<file path="config.mk">
export PLATFORM = sky130hd
export DESIGN_NAME = i2c_eeprom_access_sequencer
export DESIGN_NICKNAME = d
export VERILOG_FILES = /design/src/sv/i2cea_pkg.sv /design/src/sv/i2c_eeprom_access_sequencer.sv
export SDC_FILE = /design/constraint.sdc
export NUM_CORES = 1
export LEC_CHECK = 0
export BUFFER_PORTS_ARGS = -buffer_cell sky130_fd_sc_hd__buf_2
export CAP_MARGIN = 20
export CELL_PAD_IN_SITES_DETAIL_PLACEMENT = 0
export CELL_PAD_IN_SITES_GLOBAL_PLACEMENT = 1
export CORE_ASPECT_RATIO = 0.5
export CORE_MARGIN = 5
export CORE_UTILIZATION = 25
export DETAILED_ROUTE_END_ITERATION = 16
export GPL_ROUTABILITY_DRIVEN = 0
export HOLD_SLACK_MARGIN = 0.08
export PLACE_DENSITY_LB_ADDON = 0.1
export SLEW_MARGIN = 20
export SYNTH_ARGS = -nofsm -noshare
export SYNTH_HDL_FRONTEND = slang
export SYNTH_SLANG_ARGS = --single-unit
export TNS_END_PERCENT = 20
</file>
<file path="constraint.sdc">
create_clock -name i_clk -period 4.6 [get_ports i_clk]
set_clock_uncertainty 0.1 [all_clocks]
set_input_delay 0.46 -clock i_clk [delete_from_list [all_inputs] [get_ports i_clk]]
set_output_delay 0.46 -clock i_clk [all_outputs]
set_load 0.01 [all_outputs]
</file>
<file path="src/sv/i2cea_pkg.sv">
// Shared types and codes for the I2C EEPROM access sequencer.
package i2cea_pkg;

    // Input commands.
    localparam logic [1:0] CMD_LOAD   = 2'd0;
    localparam logic [1:0] CMD_WRITE  = 2'd1;
    localparam logic [1:0] CMD_READ   = 2'd2;
    localparam logic [1:0] CMD_STATUS = 2'd3;

    // Bus actions requested from the byte-level bus controller.
    localparam logic [2:0] ACT_NONE    = 3'd0;
    localparam logic [2:0] ACT_START   = 3'd1;
    localparam logic [2:0] ACT_TX      = 3'd2;
    localparam logic [2:0] ACT_RX_NACK = 3'd3;
    localparam logic [2:0] ACT_STOP    = 3'd4;

    // Bus status codes, shifted right by three.
    localparam logic [4:0] ST_START    = 5'd1;
    localparam logic [4:0] ST_RESTART  = 5'd2;
    localparam logic [4:0] ST_SLAW_ACK = 5'd3;
    localparam logic [4:0] ST_DATA_ACK = 5'd5;
    localparam logic [4:0] ST_SLAR_ACK = 5'd8;
    localparam logic [4:0] ST_RX_NACK  = 5'd11;

    localparam logic [6:0] DEV_ADDR_RESET = 7'd80;

    typedef enum logic [7:0] {
        PH_IDLE    = 8'b0000_0001,
        PH_START   = 8'b0000_0010,
        PH_SLAW    = 8'b0000_0100,
        PH_ADDR    = 8'b0000_1000,
        PH_DATA    = 8'b0001_0000,
        PH_RESTART = 8'b0010_0000,
        PH_SLAR    = 8'b0100_0000,
        PH_RX      = 8'b1000_0000
    } t_phase;

    typedef struct packed {
        logic [2:0] bus_action;
        logic [7:0] tx_byte;
        logic       finished;
        logic       success;
        logic [7:0] read_value;
    } t_result;

endpackage

</file>
<file path="src/sv/i2c_eeprom_access_sequencer.sv">
// Top level of the I2C EEPROM page write and random read sequencer.
//
//  channel  | direction | handshake               | payload
//  ---------+-----------+-------------------------+----------------------------------------
//  input    | in        | i_valid / o_stall       | command, word_address, buffer_slot,
//           |           |                         | data_byte, bus_status
//  output   | out       | o_valid / i_stall       | bus_action, tx_byte, finished, success,
//           |           |                         | read_value
//  config   | in        | i_cfg_wr_en             | i_cfg_wr_data (device address)
//
// Every input beat produces exactly one output beat, in the cycle after it is accepted.
// The sequencer state and the result register update in the same edge, so a new beat
// can be taken every cycle; the only limit is the single output register, when stalled.
// The input stalls only while the output register holds a beat that is itself stalled.
// Reset is synchronous and active low; it returns the sequencer to idle, clears the
// page buffer and loads the default device address.
module i2c_eeprom_access_sequencer #(
    parameter int PAGE_BYTES = 8
) (
    input  logic       i_clk,
    input  logic       i_rst_n,
    // Configuration write port.
    input  logic       i_cfg_wr_en,
    input  logic [6:0] i_cfg_wr_data,
    // Input channel.
    input  logic       i_valid,
    output logic       o_stall,
    input  logic [1:0] i_command,
    input  logic [7:0] i_word_address,
    input  logic [2:0] i_buffer_slot,
    input  logic [7:0] i_data_byte,
    input  logic [4:0] i_bus_status,
    // Output channel.
    output logic       o_valid,
    input  logic       i_stall,
    output logic [2:0] o_bus_action,
    output logic [7:0] o_tx_byte,
    output logic       o_finished,
    output logic       o_success,
    output logic [7:0] o_read_value
);

    // Width of a page buffer index and of the transmitted byte counter, which must be
    // able to hold PAGE_BYTES itself.
    localparam int IDX_W = (PAGE_BYTES > 1) ? $clog2(PAGE_BYTES) : 1;
    localparam int CNT_W = $clog2(PAGE_BYTES + 1);
    localparam logic [CNT_W-1:0] CNT_FULL = CNT_W'(PAGE_BYTES);
    localparam logic [CNT_W-1:0] CNT_ONE  = CNT_W'(1);

    // Sequencer state.
    i2cea_pkg::t_phase r_phase, n_phase;
    logic              r_read_mode, n_read_mode;
    logic [7:0]        r_word_addr, n_word_addr;
    logic [CNT_W-1:0]  r_bytes_sent, n_bytes_sent;
    logic [6:0]        r_dev_addr;
    logic [7:0]        r_page_buf [PAGE_BYTES];

    // Output register.
    logic                r_out_valid;
    i2cea_pkg::t_result  r_result;
    i2cea_pkg::t_result  n_result;

    logic                accept;
    logic [7:0]          sla_w;
    logic [IDX_W-1:0]    load_idx;
    logic                load_en;
    logic [IDX_W-1:0]    send_idx;
    logic [7:0]          send_byte;

    // The input side only waits when the output register is full and blocked.
    assign o_stall = r_out_valid & i_stall;
    assign accept  = i_valid & ~o_stall;

    assign sla_w = {r_dev_addr, 1'b0};

    // Page buffer write position; slots past the page size are dropped.
    assign load_idx = IDX_W'(i_buffer_slot);
    assign load_en  = accept && (i_command == i2cea_pkg::CMD_LOAD)
                      && (int'(i_buffer_slot) < PAGE_BYTES);

    // The byte counter is zero in the address phase, so one read port covers both the
    // first data byte and every later one.
    assign send_idx  = r_bytes_sent[IDX_W-1:0];
    assign send_byte = r_page_buf[send_idx];

    always_comb begin
        n_phase      = r_phase;
        n_read_mode  = r_read_mode;
        n_word_addr  = r_word_addr;
        n_bytes_sent = r_bytes_sent;
        n_result     = '{bus_action: i2cea_pkg::ACT_NONE, tx_byte: 8'd0, finished: 1'b0,
                         success: 1'b0, read_value: 8'd0};

        case (i_command)
            i2cea_pkg::CMD_LOAD: begin
                // Buffer write is handled in the clocked block; result is a no-op.
            end
            i2cea_pkg::CMD_WRITE, i2cea_pkg::CMD_READ: begin
                if (r_phase == i2cea_pkg::PH_IDLE) begin
                    n_read_mode         = (i_command == i2cea_pkg::CMD_READ);
                    n_word_addr         = i_word_address;
                    n_bytes_sent        = '0;
                    n_phase             = i2cea_pkg::PH_START;
                    n_result.bus_action = i2cea_pkg::ACT_START;
                end
            end
            default: begin
                // A status beat that does not fit the phase aborts the access without a
                // stop; arms override this where it is expected, PH_SLAW polls instead.
                n_phase           = i2cea_pkg::PH_IDLE;
                n_result.finished = 1'b1;
                case (r_phase)
                    i2cea_pkg::PH_IDLE: begin
                        // Status while idle is ignored.
                        n_result.finished = 1'b0;
                    end
                    i2cea_pkg::PH_START: begin
                        if (i_bus_status == i2cea_pkg::ST_START) begin
                            n_phase             = i2cea_pkg::PH_SLAW;
                            n_result.finished   = 1'b0;
                            n_result.bus_action = i2cea_pkg::ACT_TX;
                            n_result.tx_byte    = sla_w;
                        end
                    end
                    i2cea_pkg::PH_SLAW: begin
                        n_result.finished = 1'b0;
                        if (i_bus_status == i2cea_pkg::ST_SLAW_ACK) begin
                            n_phase             = i2cea_pkg::PH_ADDR;
                            n_result.bus_action = i2cea_pkg::ACT_TX;
                            n_result.tx_byte    = r_word_addr;
                        end else begin
                            // No acknowledge from the device: poll with a new start.
                            n_phase             = i2cea_pkg::PH_START;
                            n_result.bus_action = i2cea_pkg::ACT_START;
                        end
                    end
                    i2cea_pkg::PH_ADDR: begin
                        if (i_bus_status == i2cea_pkg::ST_DATA_ACK) begin
                            n_result.finished = 1'b0;
                            if (r_read_mode) begin
                                n_phase             = i2cea_pkg::PH_RESTART;
                                n_result.bus_action = i2cea_pkg::ACT_START;
                            end else begin
                                n_phase             = i2cea_pkg::PH_DATA;
                                n_result.bus_action = i2cea_pkg::ACT_TX;
                                n_result.tx_byte    = send_byte;
                                n_bytes_sent        = CNT_ONE;
                            end
                        end
                    end
                    i2cea_pkg::PH_DATA: begin
                        if (i_bus_status == i2cea_pkg::ST_DATA_ACK) begin
                            if (r_bytes_sent < CNT_FULL) begin
                                n_phase             = i2cea_pkg::PH_DATA;
                                n_result.finished   = 1'b0;
                                n_result.bus_action = i2cea_pkg::ACT_TX;
                                n_result.tx_byte    = send_byte;
                                n_bytes_sent        = r_bytes_sent + CNT_ONE;
                            end else begin
                                n_result.bus_action = i2cea_pkg::ACT_STOP;
                                n_result.success    = 1'b1;
                            end
                        end
                    end
                    i2cea_pkg::PH_RESTART: begin
                        if (i_bus_status == i2cea_pkg::ST_RESTART) begin
                            n_phase             = i2cea_pkg::PH_SLAR;
                            n_result.finished   = 1'b0;
                            n_result.bus_action = i2cea_pkg::ACT_TX;
                            n_result.tx_byte    = {r_dev_addr, 1'b1};
                        end
                    end
                    i2cea_pkg::PH_SLAR: begin
                        if (i_bus_status == i2cea_pkg::ST_SLAR_ACK) begin
                            n_phase             = i2cea_pkg::PH_RX;
                            n_result.finished   = 1'b0;
                            n_result.bus_action = i2cea_pkg::ACT_RX_NACK;
                        end
                    end
                    i2cea_pkg::PH_RX: begin
                        if (i_bus_status == i2cea_pkg::ST_RX_NACK) begin
                            n_result.bus_action = i2cea_pkg::ACT_STOP;
                            n_result.success    = 1'b1;
                            n_result.read_value = i_data_byte;
                        end
                    end
                    default: begin
                        // Corrupted phase code: fall back to idle quietly.
                        n_result.finished = 1'b0;
                    end
                endcase
            end
        endcase
    end

    // Sequencer state and configuration.
    always_ff @(posedge i_clk) begin
        if (!i_rst_n) begin
            r_phase      <= i2cea_pkg::PH_IDLE;
            r_read_mode  <= 1'b0;
            r_word_addr  <= 8'd0;
            r_bytes_sent <= '0;
            r_dev_addr   <= i2cea_pkg::DEV_ADDR_RESET;
        end else begin
            if (i_cfg_wr_en) begin
                r_dev_addr <= i_cfg_wr_data;
            end
            if (accept) begin
                r_phase      <= n_phase;
                r_read_mode  <= n_read_mode;
                r_word_addr  <= n_word_addr;
                r_bytes_sent <= n_bytes_sent;
            end
        end
    end

    // Page buffer, cleared by reset.
    always_ff @(posedge i_clk) begin
        if (!i_rst_n) begin
            for (int i = 0; i < PAGE_BYTES; i++) begin
                r_page_buf[i] <= 8'd0;
            end
        end else if (load_en) begin
            r_page_buf[load_idx] <= i_data_byte;
        end
    end

    // Output register: loads on every accepted beat, drains when not stalled.
    always_ff @(posedge i_clk) begin
        if (!i_rst_n) begin
            r_out_valid <= 1'b0;
        end else if (accept) begin
            r_out_valid <= 1'b1;
        end else if (!i_stall) begin
            r_out_valid <= 1'b0;
        end
    end

    always_ff @(posedge i_clk) begin
        if (accept) begin
            r_result <= n_result;
        end
    end

    assign o_valid      = r_out_valid;
    assign o_bus_action = r_result.bus_action;
    assign o_tx_byte    = r_result.tx_byte;
    assign o_finished   = r_result.finished;
    assign o_success    = r_result.success;
    assign o_read_value = r_result.read_value;

`ifndef SYNTHESIS
    // A finished access never asks for a start, a byte transfer or a receive.
    a_finish_action: assert property (@(posedge i_clk) disable iff (!i_rst_n)
        (o_valid && o_finished) |->
        (o_bus_action == i2cea_pkg::ACT_STOP || o_bus_action == i2cea_pkg::ACT_NONE))
        else $error("finished beat carries a bus action other than stop or none");

    // Success is only reported together with a stop on a finished access.
    a_success_stop: assert property (@(posedge i_clk) disable iff (!i_rst_n)
        (o_valid && o_success) |->
        (o_finished && o_bus_action == i2cea_pkg::ACT_STOP))
        else $error("success reported without a finishing stop");

    // A finished access leaves the sequencer idle.
    a_idle_after_finish: assert property (@(posedge i_clk) disable iff (!i_rst_n)
        ($past(accept) && o_finished) |-> (r_phase == i2cea_pkg::PH_IDLE))
        else $error("sequencer not idle after a finished access");

    // Transmit data only accompanies a transmit action.
    a_tx_byte_zero: assert property (@(posedge i_clk) disable iff (!i_rst_n)
        (o_valid && o_bus_action != i2cea_pkg::ACT_TX) |-> (o_tx_byte == 8'd0))
        else $error("transmit byte set on a non-transmit action");
`endif

endmodule
</file>
-- After elaboration in Yosys (flattened, before gate mapping)
Memory sizes are Yosys's and may differ from the RTL's. A register that Yosys moved wholly into a read port is not among the register bits.
Cells that the tools add are included.
- register bits after elaboration: 50
- RAM bits: 64
- bits of input ports: 38
- output and inout bits: 23
- memories: 1
- $add $sub $neg: 1
- magnitude comparators: 1
- equality and inequality tests: 22
- muxes and demuxes: 50
- bitwise operators: 6
- reductions and logical operators: 10
- memories (memory ; depth ; bits a word ; read ports ; clocked after memory_dff ; write ports ; line ; text):
    r_page_buf ; 8 ; 8 ; 1 ; 1 ; 8 ; i2c_eeprom_access_sequencer.sv:56 ; logic [7:0] r_page_buf [PAGE_BYTES];
- operator list (kind ; number):
    8-bit one-hot mux with 6 select lines ; 1
    8-bit two-way mux ; 5
    8-bit one-hot mux with 5 select lines ; 1
    4-bit two-way mux ; 6
    11-bit two-way mux ; 2
    3-bit one-hot mux with 7 select lines ; 1
    3-bit two-way mux ; 6
    9-bit two-way mux ; 2
    4-bit one-hot mux with 2 select lines ; 2
    8-bit one-hot mux with 2 select lines ; 1
    13-bit two-way mux ; 1
    12-bit two-way mux ; 1
    6-bit two-way mux ; 2
    3-bit inequality test (second input constant) ; 4
    5-bit by 2-bit equality test with 1-bit output (second input constant) ; 2
    5-bit by 4-bit equality test with 1-bit output (second input constant) ; 2
    1-bit two-way mux ; 10
    5-bit two-way mux ; 2
    8-bit by 1-bit equality test with 1-bit output (second input constant) ; 1
    8-bit by 2-bit equality test with 1-bit output (second input constant) ; 1
    8-bit by 3-bit equality test with 1-bit output (second input constant) ; 1
    8-bit by 4-bit equality test with 1-bit output (second input constant) ; 1
    8-bit by 5-bit equality test with 1-bit output (second input constant) ; 1
    8-bit by 6-bit equality test with 1-bit output (second input constant) ; 1
    26 further kinds ; 33

-- Longest topological paths before layout
Gate-level depths: netlist (run 1).
- depth after elaboration: 9
- mapped depth: 8

-- Worst setup path after synthesis (run 1)
Ideal clock, no wire load.
- path type: input -> register
- start point: input port i_stall
- end point: memory r_page_buf[2][0], enable pin
- library setup time: 0.384 ns
- data arrival time: 2.172 ns
- path slack: 1.944 ns
- cell stages on the path: 5
- cells stage by stage: nand2_1 -> nand2_1 -> inv_1 -> nand4b_1 -> o21ai_0
- RTL lines (what ; line ; text):
    start, declared ; i2c_eeprom_access_sequencer.sv:35 ; input logic i_stall,
    end, declared ; i2c_eeprom_access_sequencer.sv:56 ;

-- Worst setup path in the final report (run 1)
- start point: register r_phase[4]
- end point: register r_result, in the netlist o_read_value[6], data pin
- word-level cells in the longest chain between the ends: 3
- ends and longest elaborated chain (what ; line ; text):
    start, declared ; i2c_eeprom_access_sequencer.sv:51 ; i2cea_pkg::t_phase r_phase, n_phase;
    start signal, assigned ; i2c_eeprom_access_sequencer.sv:199 ; r_phase <= i2cea_pkg::PH_IDLE;
    start signal, assigned ; i2c_eeprom_access_sequencer.sv:209 ; r_phase <= n_phase;
    8-bit equality test ; i2c_eeprom_access_sequencer.sv:112 ; case (r_phase)
    1-bit NOT (no line) ; -- ;
    5-bit OR reduction (no line) ; -- ;
    end signal, assigned ; i2c_eeprom_access_sequencer.sv:241 ; r_result <= n_result;
    end, declared ; i2c_eeprom_access_sequencer.sv:60 ; i2cea_pkg::t_result r_result;
No other way between the ends.
A chain may end at the register's enable or synchronous reset.

==> impl_metrics.toml, run 1 <==
[run_status]
outcome = "completed"

[setup_path]
start_kind = "flop"
cp-end-kind = "flop"
critical_path_class = "reg2reg"
timing.critical_path.arrival_ps = 2980
slowest_stage = "nor4_1"
crit_chain = "nor4_1 > nand4b_1 > nor3_1 > nor4b_4 > and2_1"
required_ps = 4780
ff2ff_path_depth = 5
worstPathMaxFanout = 8
critPathMaxStageDelay_ps = 690

[pwr]
p_int_mw = 1.98
switching_power_mw = 0.651
p_per_area_mw_per_mm2 = 388
p_leak_nw = 2.58
power.share.sequential = 0.448
combPwrFrac = 0.061
vdd_drop_max_uv = 135
switching_share = 0.247
pwr-share-clk = 0.491

[floorplan]
fp.coreArea_mm2 = 0.0217
fp-row-count = 38
ioPinCount = 61
dieHeight_um = 115
dieArea_mm2 = 0.0254
fp.dieW_um = 220
start_util = 0.254

[detailed_routing]
drc_errors = 0
vias = 3589
wl_per_cell_um = 19.1
via_per_inst = 4.44
ant_nets = 0
drtPass1Iterations = 6
drtIter0Drc = 319
totalWireLength_um = 15500

[yosys]
syn_inst = 419
synth_area_mm2 = 0.00553
yosysTopAreaCell = "edfxtp_1"
async_flop_share = 0
synth_top_area_share = 0.462
yosysWarnings = 0
ys_seq_area_frac = 0.578
synth_area_leaders = "edfxtp_1 (46%), dfxtp_1 (12%), and2_1 (8.5%)"
ys.flop_type = "edfxtp_1"
synth_edf_count = 85
syn_area_per_cell_um2 = 13.2
synth_seq_cells = 117
ys_types = 56
synthesis.nets = 463

[sta]
rsz0062_at_grt = "no"
period_minus_slack_ps = 2800
slew_headroom = 0.465
finalHoldViolations = 0
worstMarginPinSlew_ps = 801
finalSetupViolCount = 0
worst_slack_ps = 1800
maxSlewViolCount = 0
max_freq_mhz = 357
finalCritPeriodShare = 0.608
setup_tns_ps = 0
timing.hold.ws_ps = 169

[clock_network]
cts_made_buffers = 17
cts_hold_buf = 0
htree_levels = 4
clockBufferDepth = 2
clockRootBuffer = "clkbuf_16"
cts_resized = 0
cts_tree = "built"
cts_setup_buffers = 0
clk_pin_slew_worst_paths_ps = 60
clock_latency_ps = 410
clock_sinks = 117

[cells_and_area]
fillCellCount = 2226
nets = 539
layout-drive-gt1-share = 0.274
final_cells = 808
antenna_cells = 0
area_delta_synth_final_pct = 22.8

[job]
cap_violations = 0

[hold_path]
whs_path_depth = 3
min_path_type = "in2reg"

[global_routing]
antenna_found_initial = 0
grt_pass1_wl_um = 23700
grt_remaining_overflow = 0
grt_max_degree = 44
grt_pass1_vias = 3688
grt_usage = 0.128

[placed_design]
dp_slack_ps = 1600
port_buffers = 60
dp_cells = 776
post-dp-hpwl_um = 11000
-- sequential cells by signal, summed over array words and instances (netlist names), named ones only --
register	cells
o_bus_action	3
o_finished	1
o_read_value	8
o_success	1
o_tx_byte	8
o_valid	1
r_bytes_sent	4
r_dev_addr	7
r_page_buf	64
r_phase	8
r_read_mode	1
r_word_addr	8
-- metrics by stage --
step	instance area [um^2]	power, mW	util
5_1_grt	6790	2.73	0.313
6_report	6790	2.63	0.313
2_1_floorplan	5530	1.28	-
4_1_cts	6790	2.67	0.313
3_5_place_dp	6220	1.37	0.286
3_3_place_gp	6220	1.37	0.286
-- kinds of logic after synthesis --
family,Yosys count,share of synthesized area
simple gates,190,0.212
flops,117,0.578
compound gates,42,0.0650
mux,41,0.112
buf+inv,21,0.0168
fa+ha+maj,6,0.0136
xor+xnor,2,0.00317
-- path summary, 6_finish.rpt --
path | end | from | slack [ps]
worst min-delay path | r_dev_addr[6]$_SDFFE_PN1P_ | i_cfg_wr_data[6] | 170
worst max register to register | o_read_value[6]$_SDFFCE_PP0P_ | r_phase[4]$_SDFFE_PN0P_ | 1800
worst max-delay path | o_read_value[6]$_SDFFCE_PP0P_ | r_phase[4]$_SDFFE_PN0P_ | 1800
worst min register to register | r_dev_addr[4]$_SDFFE_PN1P_ | r_dev_addr[4]$_SDFFE_PN1P_ | 390
-- layout by cell type (no fill, tap or decap), drive strengths merged, types with 3 or more instances in the layout --
master	Yosys	layout
o21ai	8	8
edfxtp	85	85
and2	75	75
clkinvlp	0	4
a22oi	3	3
and3	3	3
nor4	3	3
mux4	16	16
a21boi	3	3
clkinv	0	3
ha	6	6
nand4	3	3
nand4b	7	7
nor2	23	23
a222oi	7	7
dfxtp	32	32
mux2i	17	17
nor2b	20	20
mux2	8	8
clkbuf	7	18
nand2b	10	10
inv	8	14
buf	6	70
nor3	11	11
nand2	17	17
a21oi	3	3
nor4b	3	3
nand3	4	4
-- power by group through the flow --
stage          logic (mW)  clock network [mW]  registers (mW)
2_1_floorplan      0.0816                   0            1.20
3_3_place_gp        0.165                   0            1.20
3_5_place_dp        0.165                   0            1.20
4_1_cts             0.166                1.32            1.18
5_1_grt             0.178                1.37            1.18
6_report            0.161                1.29            1.18
-- worst max-delay path, delay by kind of cell, from the launching register on --
kind | cells | cell delay [ps]
flip-flops | 1 | 380
AND/OR/NAND/NOR | 5 | 2170
-- Yosys cell counts (all sizes together), types with 4 or more instances --
cell type  count
clkbuf         7
o21ai          8
mux2i         17
buf            6
dfxtp         32
nor2b         20
nand2         17
nand4b         7
nand2b        10
nor2          23
nor3          11
inv            8
and2          75
ha             6
a222oi         7
mux2           8
edfxtp        85
nand3          4
mux4          16
-- per-layer routing --
metal  share of wire  track usage  vias to the layer above
met1            0.50        0.184                     1782
met4           0.012       0.0395                        0
met3           0.051       0.0324                       12
met2            0.43        0.190                       68
met5               0            0                        -
li1                -            -                     1727
-- layout make-up --
cell class | count | area (um^2) | share of cell area
flip-flops and latches | 117 | 3190 | 0.470
multi-input cells | 281 | 2240 | 0.330
clock buffers | 18 | 429 | 0.0632
repair buffers | 70 | 375 | 0.0553
well taps | 300 | 375 | 0.0553
clock inverters | 14 | 144 | 0.0212
inverters | 8 | 30.0 | 0.00442
No activity file was read; power rests on OpenSTA's default activity.
==> inputs of run 2 (changes only) <==
==> constraint.sdc (replaced) <==
create_clock -name i_clk -period 2.6 [get_ports i_clk]
set_clock_uncertainty 0.1 [all_clocks]
set_input_delay 0.26 -clock i_clk [delete_from_list [all_inputs] [get_ports i_clk]]
set_output_delay 0.26 -clock i_clk [all_outputs]
set_load 0.01 [all_outputs]
==> impl_metrics.toml, run 2 (synthesized netlist as in run 1, its figures left out) <==
[global_routing]
grt_pass1_vias = 3869
grt_max_degree = 34
antenna_found_initial = 0
grt_remaining_overflow = 0
grt_usage = 0.130
grt_pass1_wl_um = 24000

[cells_and_area]
regArea_mm2 = 0.00319
final_common_cell = "edfxtp_1"
largest_reg_flops = 64
top_register = "r_page_buf"
area_delta_synth_final_pct = 29.8
layout-drive-gt1-share = 0.286
final_cell_area_mm2 = 0.00718
multi_input_area_mm2 = 0.00224
final_cell_mix = "edfxtp_1 (85), and2_1 (75), buf_2 (60)"
antenna_cells = 0
nets = 573
fillCellCount = 2183
final_util = 0.330

[hold_path]
min_path_type = "in2reg"

[clock_network]
cts_made_buffers = 17
cts_resized = 0
clockBufferDepth = 2
htree_levels = 4
cts_tree = "built"
clock_sinks = 117
cts_hold_buf = 17
clock_latency_ps = 420
cts_setup_buffers = 0
clk_pin_slew_worst_paths_ps = 60
clockRootBuffer = "clkbuf_16"

[sta]
worstMarginPinSlew_ps = 681
finalSetupViolCount = 0
rsz0062_at_grt = "no"
slew_headroom = 0.544
max_freq_mhz = 447
period_minus_slack_ps = 2240
finalHoldViolations = 0
finalCritPeriodShare = 0.860
setup_tns_ps = 0
timing.hold.ws_ps = 150
maxSlewViolCount = 0

[pwr]
finalPower_mw = 4.97
vdd_drop_max_uv = 390
p_leak_nw = 2.78
p_per_area_mw_per_mm2 = 693

[detailed_routing]
drtIter0Drc = 200
via_per_inst = 4.39
vias = 3693
ant_nets = 0
totalWireLength_um = 15500
drtPass1Iterations = 5
drc_errors = 0
wl_per_cell_um = 18.4

[setup_path]
cp-end-kind = "flop"
critical_path_class = "reg2reg"
required_ps = 2800
timing.critical_path.arrival_ps = 2440
start_kind = "flop"
worstPathMaxFanout = 7

[floorplan]
fp.dieW_um = 220
fp.coreArea_mm2 = 0.0217
fp-row-count = 38
ioPinCount = 61
dieHeight_um = 115
start_util = 0.254
dieArea_mm2 = 0.0254

[placed_design]
post-dp-hpwl_um = 11000
postPlaceCellArea_mm2 = 0.00637
port_buffers = 60

[run_status]
outcome = "completed"

[job]
cap_violations = 0
## run 2: changes by cell type in the layout (fill, tap and decap cells not counted)
cell           before  now
clkbuf_8            0    1
dlygate4sd3_1       0   17
inv_6               4    3
inv_8               2    0
buf_12              0    2
o21ai_0             7    8
buf_4              10   25
clkinvlp_4          4    3
bufinv_16           1    4
dfxtp_1            31   32
dfxtp_2             1    0
o21ai_1             1    0
## run 2: worst paths after layout
check | cells after the start | startpoint | slack, ps | endpoint
worst min register to register | 2 | r_dev_addr[6]$_SDFFE_PN1P_ | 390 | r_dev_addr[6]$_SDFFE_PN1P_
worst max register to register | 5 | r_phase[7]$_SDFFE_PN0P_ | 360 | r_bytes_sent[2]$_SDFFE_PN0N_
worst min-delay path | 2 | i_data_byte[6] | 150 | r_page_buf[7][6]$_SDFFCE_PN0P_
worst max-delay path | 5 | r_phase[7]$_SDFFE_PN0P_ | 360 | r_bytes_sent[2]$_SDFFE_PN0N_
## run 2: area by class of cell
cell class,instances,share of cell area
sequential,117,0.445
multi-input combinational,281,0.312
timing repair buffer,104,0.0973
clock buffer,19,0.0617
tap,300,0.0523
clock inverter,13,0.0272
inverter,8,0.00418
## run 2: stage by stage
step                worst slack (ps)  cells
finish                           363    842
global route                     186    842
global placement                 350    793
CTS                              363    842
floorplan                       71.1    419
detailed placement               375    793
## run 2: power breakdown
group | total (mW) | internal, mW | switching (mW) | leakage, nW
logic | 0.310 | 0.130 | 0.180 | 1.32
clock network | 2.58 | 1.64 | 0.937 | 0.301
registers | 2.08 | 2.06 | 0.0245 | 1.16
total | 4.97 | 3.83 | 1.14 | 2.78
## run 2: routing by layer
metal  track usage  routed length (um)
met1         0.178                7630
met2         0.204                7150
met3        0.0310                 484
met4        0.0440                 230
met5             0                   0
## run 2: worst max-delay path, cell delays in order, from the launching register on
cell	delay [ps]
dfxtp_1	390
or4b_1	570
or2_4	260
a211oi_2	350
o221ai_1	170
a32o_2	300
==> inputs of run 3 (changes only) <==
--- a/config.mk
+++ b/config.mk
@@ -5,14 +5,16 @@
 export SDC_FILE = /design/constraint.sdc
 export NUM_CORES = 1
 export LEC_CHECK = 0
-export BUFFER_PORTS_ARGS = -buffer_cell sky130_fd_sc_hd__buf_2
+export ABC_AREA = 1
 export CAP_MARGIN = 20
 export CELL_PAD_IN_SITES_DETAIL_PLACEMENT = 0
 export CELL_PAD_IN_SITES_GLOBAL_PLACEMENT = 1
 export CORE_ASPECT_RATIO = 0.5
 export CORE_MARGIN = 5
 export CORE_UTILIZATION = 25
+export CTS_BUF_LIST = sky130_fd_sc_hd__clkbuf_2
 export DETAILED_ROUTE_END_ITERATION = 16
+export DONT_BUFFER_PORTS = 1
 export GPL_ROUTABILITY_DRIVEN = 0
 export HOLD_SLACK_MARGIN = 0.08
 export PLACE_DENSITY_LB_ADDON = 0.1
==> impl_metrics.toml, run 3 <==
[yosys]
synth_common_cells = "nand2_1 (133), nor2_1 (127), edfxtp_1 (85)"
async_flop_share = 0
ys_types = 34
syn_inst = 638
yosysTopAreaCell = "edfxtp_1"
synth.most_common_cell = "nand2_1"
synth_top_family_by_area = "simple AND/OR/NAND/NOR gates"
ys.flop_type = "edfxtp_1"
synth_area_leaders = "edfxtp_1 (45%), dfxtp_1 (11%), nand2_1 (8.9%)"
synth_area_mm2 = 0.00563
syn_area_per_cell_um2 = 8.83
synth_compound_area_frac = 0.0802
synthesis.nets = 682
ys_seq_area_frac = 0.567
synth_seq_cells = 117
synthMuxAreaShare = 0
synth-xor-area-share = 0.00155
yosysWarnings = 0
yosys.area_share.simple = 0.285
synth_adder_area_share = 0.0133
synth_edf_count = 85
synth_top_area_share = 0.453

[global_routing]
use_met3 = 0.0329
grtUsageMet1 = 0.197
grt_use_met2 = 0.231
grt_usage = 0.143
top_usage_layer = "met2"
antenna_found_initial = 0
grt_pass1_vias = 4627
grt_max_degree = 32
grt_pass1_wl_um = 27400
grt_remaining_overflow = 0

[cells_and_area]
top_register = "r_page_buf"
final_cell_area_mm2 = 0.00690
antenna_cells = 0
nets = 755
final_common_cell = "nand2_1"
layout-drive-gt1-share = 0.127
largest_reg_flops = 64
area_delta_synth_final_pct = 22.4
final_util = 0.315
final_cells = 1024
final_cell_mix = "nand2_1 (133), nor2_1 (127), edfxtp_1 (85)"

[floorplan]
ioPinCount = 61
dieArea_mm2 = 0.0258
start_util = 0.257
fp.dieW_um = 222
dieHeight_um = 116
fp.coreArea_mm2 = 0.0219
fp-row-count = 38

[detailed_routing]
drc_errors = 0
wl_per_cell_um = 17.4
ant_nets = 0
via_per_inst = 4.42
totalWireLength_um = 17800
drtIter0Drc = 232
drtPass1Iterations = 5
vias = 4531

[clock_network]
clock_latency_ps = 730
cts_made_buffers = 17
htree_levels = 4
clk_pin_slew_worst_paths_ps = 230
clock_sinks = 117
clockBufferDepth = 2
clockRootBuffer = "clkbuf_2"
cts_tree = "built"

[sta]
rsz0062_at_grt = "no"
max_freq_mhz = 396
worst_slack_ps = 75.8
slew_headroom = 0.656
maxSlewViolCount = 0
setup_tns_ps = 0
finalSetupViolCount = 0
worstMarginPinSlew_ps = 513
period_minus_slack_ps = 2520
finalCritPeriodShare = 0.971
finalHoldViolations = 0

[pwr]
p_per_area_mw_per_mm2 = 544
vdd_drop_max_uv = 212
p_leak_nw = 2.67

[placed_design]
port_buffers = 0
post-dp-hpwl_um = 12700
postPlaceCellArea_mm2 = 0.00599
dp_slack_ps = 359
dp_cells = 928

[setup_path]
required_ps = 3090
critical_path_class = "in2reg"
worstPathMaxFanout = 9
cp-end-kind = "flop"
start_kind = "input port"
timing.critical_path.arrival_ps = 3020

[run_status]
outcome = "completed"

[job]
cap_violations = 0

[hold_path]
min_path_type = "in2reg"
## run 3: cell types whose count changed after synthesis, sizes merged, moves of 10 or more
cell / before / now
nand2: 17 / 151
nor2: 23 / 143
and2: 75 / 0
a21oi: 3 / 55
nand3: 4 / 47
inv: 8 / 49
nor2b: 20 / 0
o21ai: 8 / 26
mux2i: 17 / 0
mux4: 16 / 0
clkinv: 0 / 10
## run 3: cell type report
| class | count | area, um^2 |
|---|---|---|
| well taps | 300 | 375 |
| multi-input cells | 446 | 2150 |
| repair buffers | 70 | 712 |
| clock inverters | 15 | 155 |
| clock buffers | 17 | 85.1 |
| flip-flops and latches | 117 | 3190 |
| inverters | 59 | 223 |
| fillers | 2331 | 15000 |
## run 3: metrics by stage
stage | hold WS, ps | power [mW]
3_3_place_gp | 264 | 2.45
6_report | 129 | 3.75
4_1_cts | 81.2 | 3.78
5_1_grt | 104 | 3.91
3_5_place_dp | 262 | 2.44
2_1_floorplan | 282 | 2.34
## run 3: worst paths after layout
path                                from                       endpoint  slack, ps  depth (start not counted)
max                      i_bus_status[3]     o_tx_byte[6]$_SDFFCE_PP0P_         80                         10
min                         i_command[1]  o_read_value[0]$_SDFFCE_PP0P_        130                          5
max reg2reg      r_phase[6]$_SDFFE_PN0P_     o_tx_byte[4]$_SDFFCE_PP0P_        260                         10
min reg2reg  r_word_addr[7]$_SDFFE_PN0P_    r_word_addr[7]$_SDFFE_PN0P_        360                          2
## run 3: report_power, final
group	leakage, nW	internal [mW]	total, mW	switching, mW
Combinational	1.37	0.134	0.376	0.241
Clock	0.141	0.446	1.26	0.811
Sequential	1.16	2.07	2.12	0.0469
Total	2.67	2.65	3.75	1.10
## run 3: metal layers
layer	vias to the layer above	share of wire
met1	2172	0.49
met3	16	0.038
met5	-	0
li1	2256	-
met4	0	0.0095
met2	87	0.46
## run 3: cell families after synthesis
group / count (synthesis)
AOI/OAI and AO/OA: 85
xor gates and xnor gates: 1
adders and majority gates: 6
buffers and inverters: 75
DFF: 117
and+or+nand+nor: 354
## run 3: repair_timing
item	4_1_cts	5_1_grt
hold buffers	64	0
endpoints found under the setup margin	0	5
endpoints found under the hold margin	202	0
gates resized for setup	0	3
buffers inserted	0	0
## run 3: worst max-delay path, cell delays in order
cell and delay [ps]:
dlygate4sd3_1 580, nor2_1 180, dlygate4sd3_1 630, nand2_1 90, dlygate4sd3_1 630, nor2_4 270, nand2_1 100, nand2_1 120
nor2_1 60, nor2_1 90
